**config.mk**
```make
export PLATFORM = sky130hd
export DESIGN_NAME = arm_reloc_addend_extract
export DESIGN_NICKNAME = d
export VERILOG_FILES = /design/src/hdl/arae_pkg.sv /design/src/hdl/arm_reloc_addend_extract.sv /design/src/hdl/arae_decode.sv
export SDC_FILE = /design/constraint.sdc
export NUM_CORES = 1
export LEC_CHECK = 0
export BUFFER_PORTS_ARGS = -buffer_cell sky130_fd_sc_hd__buf_2
export CORE_UTILIZATION = 40
export DETAILED_ROUTE_END_ITERATION = 8
export GPL_ROUTABILITY_DRIVEN = 1
export SKIP_LAST_GASP = 1
export SLEW_MARGIN = 10
export SYNTH_ARGS = -nofsm -noshare
export SYNTH_HDL_FRONTEND = slang
export SYNTH_SLANG_ARGS = --single-unit
```
**constraint.sdc**
```tcl
create_clock -name clk -period 4.7 [get_ports clk]
set_clock_uncertainty 0.15 [all_clocks]
set_input_delay 0.235 -clock clk [delete_from_list [all_inputs] [get_ports clk]]
set_output_delay 0.235 -clock clk [all_outputs]
set_load 0.01 [all_outputs]
```
**src/hdl/arae_pkg.sv**
```systemverilog
// Shared types and constants for the ARM relocation addend extractor.
// No dependencies; used by arae_decode, the top level and the checker.

package arae_pkg;

    localparam int CLASS_W  = 4;
    localparam int INSTR_W  = 32;
    localparam int ADDEND_W = 33;
    // addend padded up to whole bytes on the result stream
    localparam int OUT_TDATA_W = ((ADDEND_W + 7) / 8) * 8;

    // ADR subtract form: bits 9:5 of the first halfword
    localparam logic [4:0] THM_ADR_SUB_OP = 5'h15;
    // ARM data-processing SUB opcode, bits 24:21
    localparam logic [3:0] ARM_OP_SUB = 4'h2;

    typedef enum logic [CLASS_W-1:0] {
        CLS_ALU_PC       = 4'd0,
        CLS_LDR          = 4'd1,
        CLS_LDRS         = 4'd2,
        CLS_LDC          = 4'd3,
        CLS_BRANCH24     = 4'd4,
        CLS_MOVW         = 4'd5,
        CLS_MOVT         = 4'd6,
        CLS_THM_MOVW     = 4'd7,
        CLS_THM_MOVT     = 4'd8,
        CLS_JUMP19       = 4'd9,
        CLS_THM_ADR      = 4'd10,
        CLS_THM_BRANCH24 = 4'd11,
        CLS_PC12         = 4'd12,
        CLS_THM_ALU_ABS  = 4'd13
    } reloc_class_t;

    typedef struct packed {
        logic [ADDEND_W-1:0] addend;
        logic                supported;
    } result_t;

endpackage

```
**src/hdl/arm_reloc_addend_extract.sv**
```systemverilog
// Top level of the ARM relocation implicit addend extractor: stream ports,
// input register, decode, result register. Depends on arae_pkg, arae_decode.
//
// Path: input register, decode, result register; throughput: one item per
// cycle while m_tready holds.
// Rate is set by the single decode stage between the two registers.
// Reset (rst_n low, asynchronous) empties both stages and sets be_mode to 0.

module arm_reloc_addend_extract
(
    input  logic                              clk,
    input  logic                              rst_n,
    // input stream
    input  logic                              s_tvalid,
    output logic                              s_tready,
    input  logic [arae_pkg::INSTR_W-1:0]      s_tdata,   // [31:0] instr_bytes
    input  logic [arae_pkg::CLASS_W-1:0]      s_tuser,   // [3:0] reloc_class
    // result stream
    output logic                              m_tvalid,
    input  logic                              m_tready,
    output logic [arae_pkg::OUT_TDATA_W-1:0]  m_tdata,   // [32:0] addend, [39:33] zero
    output logic                              m_tuser,   // [0] supported
    // configuration write channel
    input  logic                              cfg_valid,
    output logic                              cfg_ready,
    input  logic                              cfg_data   // [0] be_mode
);

    // configuration: always ready; to be written only while the pipe is empty
    logic be_mode_reg;

    // input stage
    logic                         in_valid_reg;
    logic [arae_pkg::INSTR_W-1:0] in_instr_reg;
    logic [arae_pkg::CLASS_W-1:0] in_class_reg;

    // result stage
    logic              out_valid_reg;
    arae_pkg::result_t out_result_reg;
    arae_pkg::result_t dec_result;

    logic out_ready;

    // Ready chains back through both stages so a full pipe still advances
    // every cycle while the result side takes transfers.
    assign out_ready = !out_valid_reg || m_tready;
    assign s_tready  = !in_valid_reg || out_ready;
    assign cfg_ready = 1'b1;

    always_ff @(posedge clk or negedge rst_n)
    begin
        if (!rst_n)
        begin
            be_mode_reg <= 1'b0;
        end
        else if (cfg_valid)
        begin
            be_mode_reg <= cfg_data;
        end
    end

    always_ff @(posedge clk or negedge rst_n)
    begin
        if (!rst_n)
        begin
            in_valid_reg  <= 1'b0;
            out_valid_reg <= 1'b0;
        end
        else
        begin
            if (s_tready)
            begin
                in_valid_reg <= s_tvalid;
            end
            if (out_ready)
            begin
                out_valid_reg <= in_valid_reg;
            end
        end
    end

    // payload registers, no reset
    always_ff @(posedge clk)
    begin
        if (s_tvalid && s_tready)
        begin
            in_instr_reg <= s_tdata;
            in_class_reg <= s_tuser;
        end
        if (in_valid_reg && out_ready)
        begin
            out_result_reg <= dec_result;
        end
    end

    arae_decode u_decode
    (
        .reloc_class (in_class_reg),
        .instr_bytes (in_instr_reg),
        .be_mode     (be_mode_reg),
        .result      (dec_result)
    );

    assign m_tvalid = out_valid_reg;
    assign m_tdata  = {{(arae_pkg::OUT_TDATA_W - arae_pkg::ADDEND_W){1'b0}},
                       out_result_reg.addend};
    assign m_tuser  = out_result_reg.supported;

endmodule

```
**src/hdl/arae_decode.sv**
```systemverilog
// Combinational addend decode for one instruction and relocation class.
// Depends on arae_pkg.

module arae_decode
(
    input  logic [arae_pkg::CLASS_W-1:0] reloc_class,
    input  logic [arae_pkg::INSTR_W-1:0] instr_bytes,
    input  logic                         be_mode,
    output arae_pkg::result_t            result
);

    function automatic logic [arae_pkg::ADDEND_W-1:0] neg_if(
        input logic                          neg,
        input logic [arae_pkg::ADDEND_W-1:0] v
    );
        return neg ? (~v + 1'b1) : v;
    endfunction

    logic [31:0] word;
    logic [15:0] h1;
    logic [15:0] h2;

    always_comb
    begin
        if (be_mode)
        begin
            word = {instr_bytes[7:0], instr_bytes[15:8], instr_bytes[23:16], instr_bytes[31:24]};
            h1   = {instr_bytes[7:0], instr_bytes[15:8]};
            h2   = {instr_bytes[23:16], instr_bytes[31:24]};
        end
        else
        begin
            word = instr_bytes;
            h1   = instr_bytes[15:0];
            h2   = instr_bytes[31:16];
        end
    end

    always_comb
    begin
        arae_pkg::reloc_class_t cls;
        logic [63:0] rot_dbl;
        logic [31:0] rot_val;
        logic [15:0] thm_imm16;
        logic        s;
        logic        j1;
        logic        j2;
        logic        ubit;

        cls       = arae_pkg::reloc_class_t'(reloc_class);
        rot_dbl   = {24'd0, word[7:0], 24'd0, word[7:0]} >> {word[11:8], 1'b0};
        rot_val   = rot_dbl[31:0];
        thm_imm16 = {h1[3:0], h1[10], h2[14:12], h2[7:0]};
        s         = h1[10];
        j1        = h2[13];
        j2        = h2[11];
        ubit      = word[23];

        result.supported = 1'b1;
        unique case (cls)
            arae_pkg::CLS_ALU_PC:
                result.addend = neg_if(word[24:21] == arae_pkg::ARM_OP_SUB, {1'b0, rot_val});
            arae_pkg::CLS_LDR:
                result.addend = neg_if(!ubit, {21'd0, word[11:0]});
            arae_pkg::CLS_LDRS:
                result.addend = neg_if(!ubit, {25'd0, word[11:8], word[3:0]});
            arae_pkg::CLS_LDC:
                result.addend = neg_if(!ubit, {23'd0, word[7:0], 2'b00});
            arae_pkg::CLS_BRANCH24:
                result.addend = {{7{word[23]}}, word[23:0], 2'b00};
            arae_pkg::CLS_MOVW:
                result.addend = {{17{word[19]}}, word[19:16], word[11:0]};
            arae_pkg::CLS_MOVT:
                result.addend = {17'd0, word[19:16], word[11:0]};
            arae_pkg::CLS_THM_MOVW:
                result.addend = {17'd0, thm_imm16};
            arae_pkg::CLS_THM_MOVT:
                result.addend = {thm_imm16[15], thm_imm16, 16'd0};
            arae_pkg::CLS_JUMP19:
                result.addend = {{12{s}}, s, j2, j1, h1[5:0], h2[10:0], 1'b0};
            arae_pkg::CLS_THM_ADR:
                result.addend = neg_if(h1[9:5] == arae_pkg::THM_ADR_SUB_OP, {25'd0, h2[7:0]});
            arae_pkg::CLS_THM_BRANCH24:
                result.addend = {{8{s}}, s, ~(j1 ^ s), ~(j2 ^ s), h1[9:0], h2[10:0], 1'b0};
            arae_pkg::CLS_PC12:
                result.addend = neg_if(!h1[7], {21'd0, h2[11:0]});
            arae_pkg::CLS_THM_ALU_ABS:
                result.addend = {25'd0, h1[7:0]};
            default:
            begin
                result.addend    = '0;
                result.supported = 1'b0;
            end
        endcase
    end

endmodule

```
==> reports/results.ini, run 1 <==
[outcome]
status = complete, no violations

[logic_synthesis]
synth_top_area_share_pct = 30.4
async_flop_share_pct = 4.11
synth_cell_types = 83
yosys_warnings = 0
seq_area_frac_synth_pct = 31.5
synth_area_leaders = edfxtp_1, mux2i_1, nor2_1, a21oi_1, nand2_1
synthFlopType = edfxtp_1
synthCells = 831
yosysTopAreaCell = edfxtp_1
synth_seq_cells = 73
avgSynthCellArea_um2 = 8.31
synth_area_mm2 = 0.00691
synth-edff-count = 70

[place]
place_hpwl_mm = 22.8
globalplace.congestion = 0.983
io_buffers = 77

[setup_path]
max_stage_delay_ns = 0.70
cp_num_buf_inv = 3
r2r_slack_ns = 0.64
crit_chain = buf_12, nor2b_1, a21oi_1, buf_4, ha_1, o21ai_0, nor2_1, nand3_1, a21oi_1, o22ai_1, buf_4, or2_1, a211oi_1, nand3_1
cp-end-kind = flip-flop
startpoint_type = flip-flop
critPathSlowestCell = dfrtp_4
crit_type = flip-flop to flip-flop
crit_required_ns = 4.61
crit_path_max_fanout = 53
arrival_ns = 3.97
crit_family = compound AO/OA/AOI/OAI gates

[drt]
dr.max_layer_used = met4
met2_length_mm = 13.1
drt-met1-wl_mm = 12.4
ant_nets = 0
met3_length_mm = 2.97
drt_iter0_markers = 1160
routedWlPerCell_um = 25.5
via_per_inst = 6.38
wirelength_mm = 29.8
vias = 7479
drt_pass1_iterations = 6
remaining_drc_errors = 0

[final_layout]
fin_nets = 998
drive_above_1_share_pct = 18.5
area_growth_pct = 21.2
fill_cells = 1650
post-route-util_pct = 50.1
multi_input_area_mm2 = 0.00440
layout_commonest_cell = nor2_1
mostFrequentLayoutCells = nor2_1, buf_2, nand2_1
seqCellArea_mm2 = 0.00218
largest_reg_flops = 33
diodes = 0

[clocking]
clk_latency_ns = 0.35
htree_levels = 3
clockBufferDepth = 2
numCtsBuffers = 9
clk_root_buffer_cell = clkbuf_16
cts_sinks = 73
holdBufCountCts = 38
cts_tree = done
clkTransAtPathRegs_ns = 0.06
post_cts_buffers = 0
cts_resized = 0

[power_and_ir_drop]
p_int_mw = 1.73
leakage_nw = 3.14
power_density_mw_per_mm2 = 322
power.switching_mw = 0.972
ir_drop_mv = 0.237
clkPwrFrac_pct = 31.3
power_frac_comb_pct = 36.9
seq_power_share_pct = 31.8
sw_frac_of_total_pct = 36.0

[sta]
slew_viol_final = 0
fmax_ghz = 0.246
rsz0062_at_grt = false
worst_pin_slew_ns = 0.993
setup_violations = 0
post-route-min-period_ns = 4.06
setup_tns_ns = 0
period_share_pct = 86.3
relSlewSlack_pct = 33.1
hold_viol = 0

[global_route]
grt_max_degree = 54
track_usage_pct = 33.9
grt_pass1_wl_mm = 44.2
antenna_found_initial = 0
gr-total-overflow = 0
grt_pass1_vias = 6870

[floorplan]
die_w_um = 133
die_h_um = 133
core_area_mm2 = 0.0167
pin_count = 86
fp-row-count = 47
die_area_mm2 = 0.0178
start_util_pct = 41.3

[worst_hold_path]
hp-class = input pin to flip-flop

[flow_run]
drv_cap = 0

-- cell usage after synthesis, types with 6 or more instances --
master    instances
ha_1              8
edfxtp_1         70
o221ai_1         11
xnor2_1          23
o21ai_1           9
nor2_1           93
buf_2             8
buf_4            10
and3_1            6
and2_1            7
a211oi_1         13
clkbuf_1         31
a21oi_1          56
nor2b_1          10
nor3_1           43
xor2_1           13
nand3_1          23
o32ai_1           7
o22ai_1          26
nand2b_1         11
nor4_1           10
mux2i_1          40
nor3b_1           7
nand2_1          72
o21ai_0          50
o211ai_1         17
mux2_2           14
a31oi_1           9
inv_1            11
-- final cells by class --
| cell class | instances | area share, % |
|---|---|---|
| Timing Repair Buffer | 159 | 13.2 |
| Clock inverter | 5 | 1.54 |
| Sequential cell | 73 | 26.0 |
| Inverter | 13 | 0.583 |
| Multi-Input combinational cell | 692 | 52.6 |
| Clock buffer | 10 | 2.74 |
| Tap cell | 220 | 3.29 |
-- path summary, 6_finish.rpt --
check / endpoint / start / cells past startpoint
min: m_tvalid / m_tready / 3
max reg2reg: m_tdata[30] / be_mode_reg / 14
min reg2reg: m_tvalid / in_valid_reg / 1
max: m_tdata[30] / be_mode_reg / 14
max in group asynchronous: be_mode_reg / rst_n / 2
min in group asynchronous: in_valid_reg / rst_n / 2
-- metal layers --
layer  vias to the layer above  track usage (%)
li1                       3390                -
met1                      3477             45.9
met2                       525             52.5
met3                        87             6.13
met4                         0             15.5
met5                         -                0
-- through the flow --
stage	setup slack [ns]	area [µm²]	hold WS, ns	instances	power, mW
detailed placement	0.740	7630	-0.0996	1119	1.81
global route	0.474	8370	0.0340	1172	2.79
floorplan	0.911	6930	-0.211	837	1.45
finish	0.643	8370	0.0162	1172	2.70
CTS	0.730	8370	0.0216	1172	2.67
global placement	0.739	7630	-0.0974	1119	1.82
-- power by group through the flow --
stage / Clock (mW) / Combinational [mW] / Sequential [mW]
floorplan: 0 / 0.600 / 0.852
global placement: 0 / 0.950 / 0.869
detailed placement: 0 / 0.936 / 0.870
CTS: 0.850 / 0.963 / 0.857
global route: 0.871 / 1.05 / 0.864
finish: 0.843 / 0.996 / 0.858
-- worst register-to-register path, stage by stage (launching register included) --
cell	delay (ns)
dfrtp_4	0.70
buf_12	0.33
nor2b_1	0.10
a21oi_1	0.14
buf_4	0.16
ha_1	0.21
o21ai_0	0.20
nor2_1	0.19
nand3_1	0.22
a21oi_1	0.24
o22ai_1	0.18
buf_4	0.20
or2_1	0.24
a211oi_1	0.32
nand3_1	0.18
-- logic make-up after synthesis --
logic type	synth area share, %
muxes	9.51
adders and majority gates	1.45
DFF	31.5
buffers and inverters	5.20
xor gates and xnor gates	4.57
and+or+nand+nor	22.3
AOI/OAI and AO/OA	25.3
other	0.109
(Power assumes the default switching activity.)
==> run 2: changes to the inputs <==
--- a/config.mk
+++ b/config.mk
@@ -6,7 +6,7 @@
 export NUM_CORES = 1
 export LEC_CHECK = 0
 export BUFFER_PORTS_ARGS = -buffer_cell sky130_fd_sc_hd__buf_2
-export CORE_UTILIZATION = 40
+export CORE_UTILIZATION = 43
 export DETAILED_ROUTE_END_ITERATION = 8
 export GPL_ROUTABILITY_DRIVEN = 1
 export SKIP_LAST_GASP = 1
==> reports/results.ini, run 2 (synthesis results as in run 1) <==
[setup_path]
cp-end-kind = flip-flop  ; unchanged
critPathSlowestCell = dfrtp_4  ; unchanged
startpoint_type = flip-flop  ; unchanged
crit_top_cell = mux2i_1
crit_family = multiplexers  ; was compound AO/OA/AOI/OAI gates
crit_path_max_fanout = 49  ; was 53
crit_required_ns = 4.64  ; was 4.61 ns
crit_type = flip-flop to flip-flop  ; unchanged
max_stage_delay_ns = 0.81  ; was 0.70 ns
cp_num_buf_inv = 0  ; was 3
arrival_ns = 4.41  ; was 3.97 ns
crit_chain = mux2i_1, mux2i_1, mux2i_2, o21ai_1, a211oi_2, and3_1, a41oi_1, xnor2_1, o211ai_1  ; was buf_12, nor2b_1, a21oi_1, buf_4, ha_1, o21ai_0, nor2_1, nand3_1, a21oi_1, o22ai_1, buf_4, or2_1, a211oi_1, nand3_1

[floorplan]
die_w_um = 129  ; was 133 µm
start_util_pct = 44.8  ; was 41.3%
die_area_mm2 = 0.0166  ; was 0.0178 mm²
pin_count = 86  ; unchanged
die_h_um = 129  ; was 133 µm
fp-row-count = 45  ; was 47
core_area_mm2 = 0.0154  ; was 0.0167 mm²

[place]
io_buffers = 77  ; unchanged
dp_cells = 1103  ; was 1119
place_hpwl_mm = 22.7  ; was 22.8 mm
globalplace.congestion = 1.05  ; was 0.983
dp_slack_ns = 0.385  ; was 0.740 ns
dpl-instance-area_mm2 = 0.00756  ; was 0.00763 mm²

[sta]
period_share_pct = 95.2  ; was 86.3%
hold_viol = 0  ; unchanged
setup_violations = 0  ; unchanged
post-route-min-period_ns = 4.48  ; was 4.06 ns
rsz0062_at_grt = false  ; unchanged
fmax_ghz = 0.223  ; was 0.246 GHz
setup_tns_ns = 0  ; unchanged
relSlewSlack_pct = 33.3  ; was 33.1%
slew_viol_final = 0  ; unchanged
setup_slack_ns = 0.223  ; was 0.643 ns
worst_pin_slew_ns = 0.992  ; was 0.993 ns
timing.hold.ws_ns = 0.0453  ; was 0.0162 ns

[final_layout]
layout_commonest_cell = nor2_1  ; unchanged
post-route-util_pct = 53.6  ; was 50.1%
area_growth_pct = 19.9  ; was 21.2%
mostFrequentLayoutCells = nor2_1, buf_2, nand2_1  ; unchanged
fin_area_mm2 = 0.00828  ; was 0.00837 mm²
finalNonFillerCells = 1162  ; was 1172
largest_reg_flops = 33  ; unchanged
drive_above_1_share_pct = 17.9  ; was 18.5%
fin_nets = 994  ; was 998

[drt]
remaining_drc_errors = 0  ; unchanged
routedWlPerCell_um = 25.7  ; was 25.5 µm
ant_nets = 0  ; unchanged
via_per_inst = 6.85  ; was 6.38
drt_pass1_iterations = 6  ; unchanged
drt_iter0_markers = 1290  ; was 1160
vias = 7961  ; was 7479
wirelength_mm = 29.9  ; was 29.8 mm

[global_route]
antenna_found_initial = 1  ; was 0
grt_max_degree = 53  ; was 54
grt_pass1_wl_mm = 44.6  ; was 44.2 mm
grt_pass1_vias = 7203  ; was 6870
gr-total-overflow = 0  ; unchanged
track_usage_pct = 37.1  ; was 33.9%

[clocking]
htree_levels = 3  ; unchanged
clk_latency_ns = 0.36  ; was 0.35 ns
clk_root_buffer_cell = clkbuf_16  ; unchanged
post_cts_buffers = 0  ; unchanged
clkTransAtPathRegs_ns = 0.07  ; was 0.06 ns
cts_sinks = 73  ; unchanged
clockBufferDepth = 2  ; unchanged
numCtsBuffers = 9  ; unchanged
cts_tree = done  ; unchanged

[flow_run]
drv_cap = 0  ; unchanged

[power_and_ir_drop]
totalPowerFinal_mw = 2.55  ; was 2.70 mW
leakage_nw = 3.09  ; was 3.14 nW
power_density_mw_per_mm2 = 308  ; was 322 mW/mm²
ir_drop_mv = 0.177  ; was 0.237 mV

[outcome]
status = complete, no violations  ; unchanged

[worst_hold_path]
hp-class = input pin to async pin  ; was input pin to flip-flop

[run 2: cell count changes in the layout (fill, tap and decap cells not counted), sizes merged]
cell | previous run | this run
buf | 121 | 114
inv | 12 | 17
bufinv | 4 | 0
dlygate4sd3 | 38 | 41
diode | 0 | 2
clkbuf | 10 | 9
clkinv | 2 | 3
[run 2: final timing paths]
| path | from | endpoint | slack [ns] | cells past startpoint |
|---|---|---|---|---|
| max reg2reg | be_mode_reg | m_tdata[21] | 0.22 | 9 |
| min reg2reg | in_valid_reg | m_tvalid | 0.34 | 1 |
| max in group asynchronous | rst_n | be_mode_reg | 4.23 | 2 |
| min | rst_n | m_tvalid | 0.05 | 2 |
| max | be_mode_reg | m_tdata[21] | 0.22 | 9 |
| min in group clk | in_valid_reg | m_tvalid | 0.34 | 1 |
[run 2: routing by layer]
layer	share of wire [%]	global-route usage, %	vias up
met5	0	0	-
met4	5.9	20.2	0
met3	13	7.94	164
met2	43	56.9	712
met1	38	48.9	3700
li1	-	-	3385
[run 2: area by class of cell]
class / instances / area, µm²
diodes: 2 / 5.00
clock inverters: 7 / 71.3
flip-flops and latches: 73 / 2180
fillers: 1479 / 7150
repair buffers: 155 / 1090
inverters: 13 / 48.8
multi-input cells: 692 / 4400
clock buffers: 9 / 225
well taps: 211 / 264
[run 2: power by group]
group / internal (mW) / switching, mW / leakage, nW
clock network: 0.374 / 0.326 / 0.146
registers: 0.793 / 0.0688 / 0.712
logic: 0.356 / 0.634 / 2.23
total: 1.52 / 1.03 / 3.09
[run 2: timing repair]
action,in CTS,in global routing
hold endpoints to repair,42,0
hold buffers,41,0
gates resized for setup,0,0
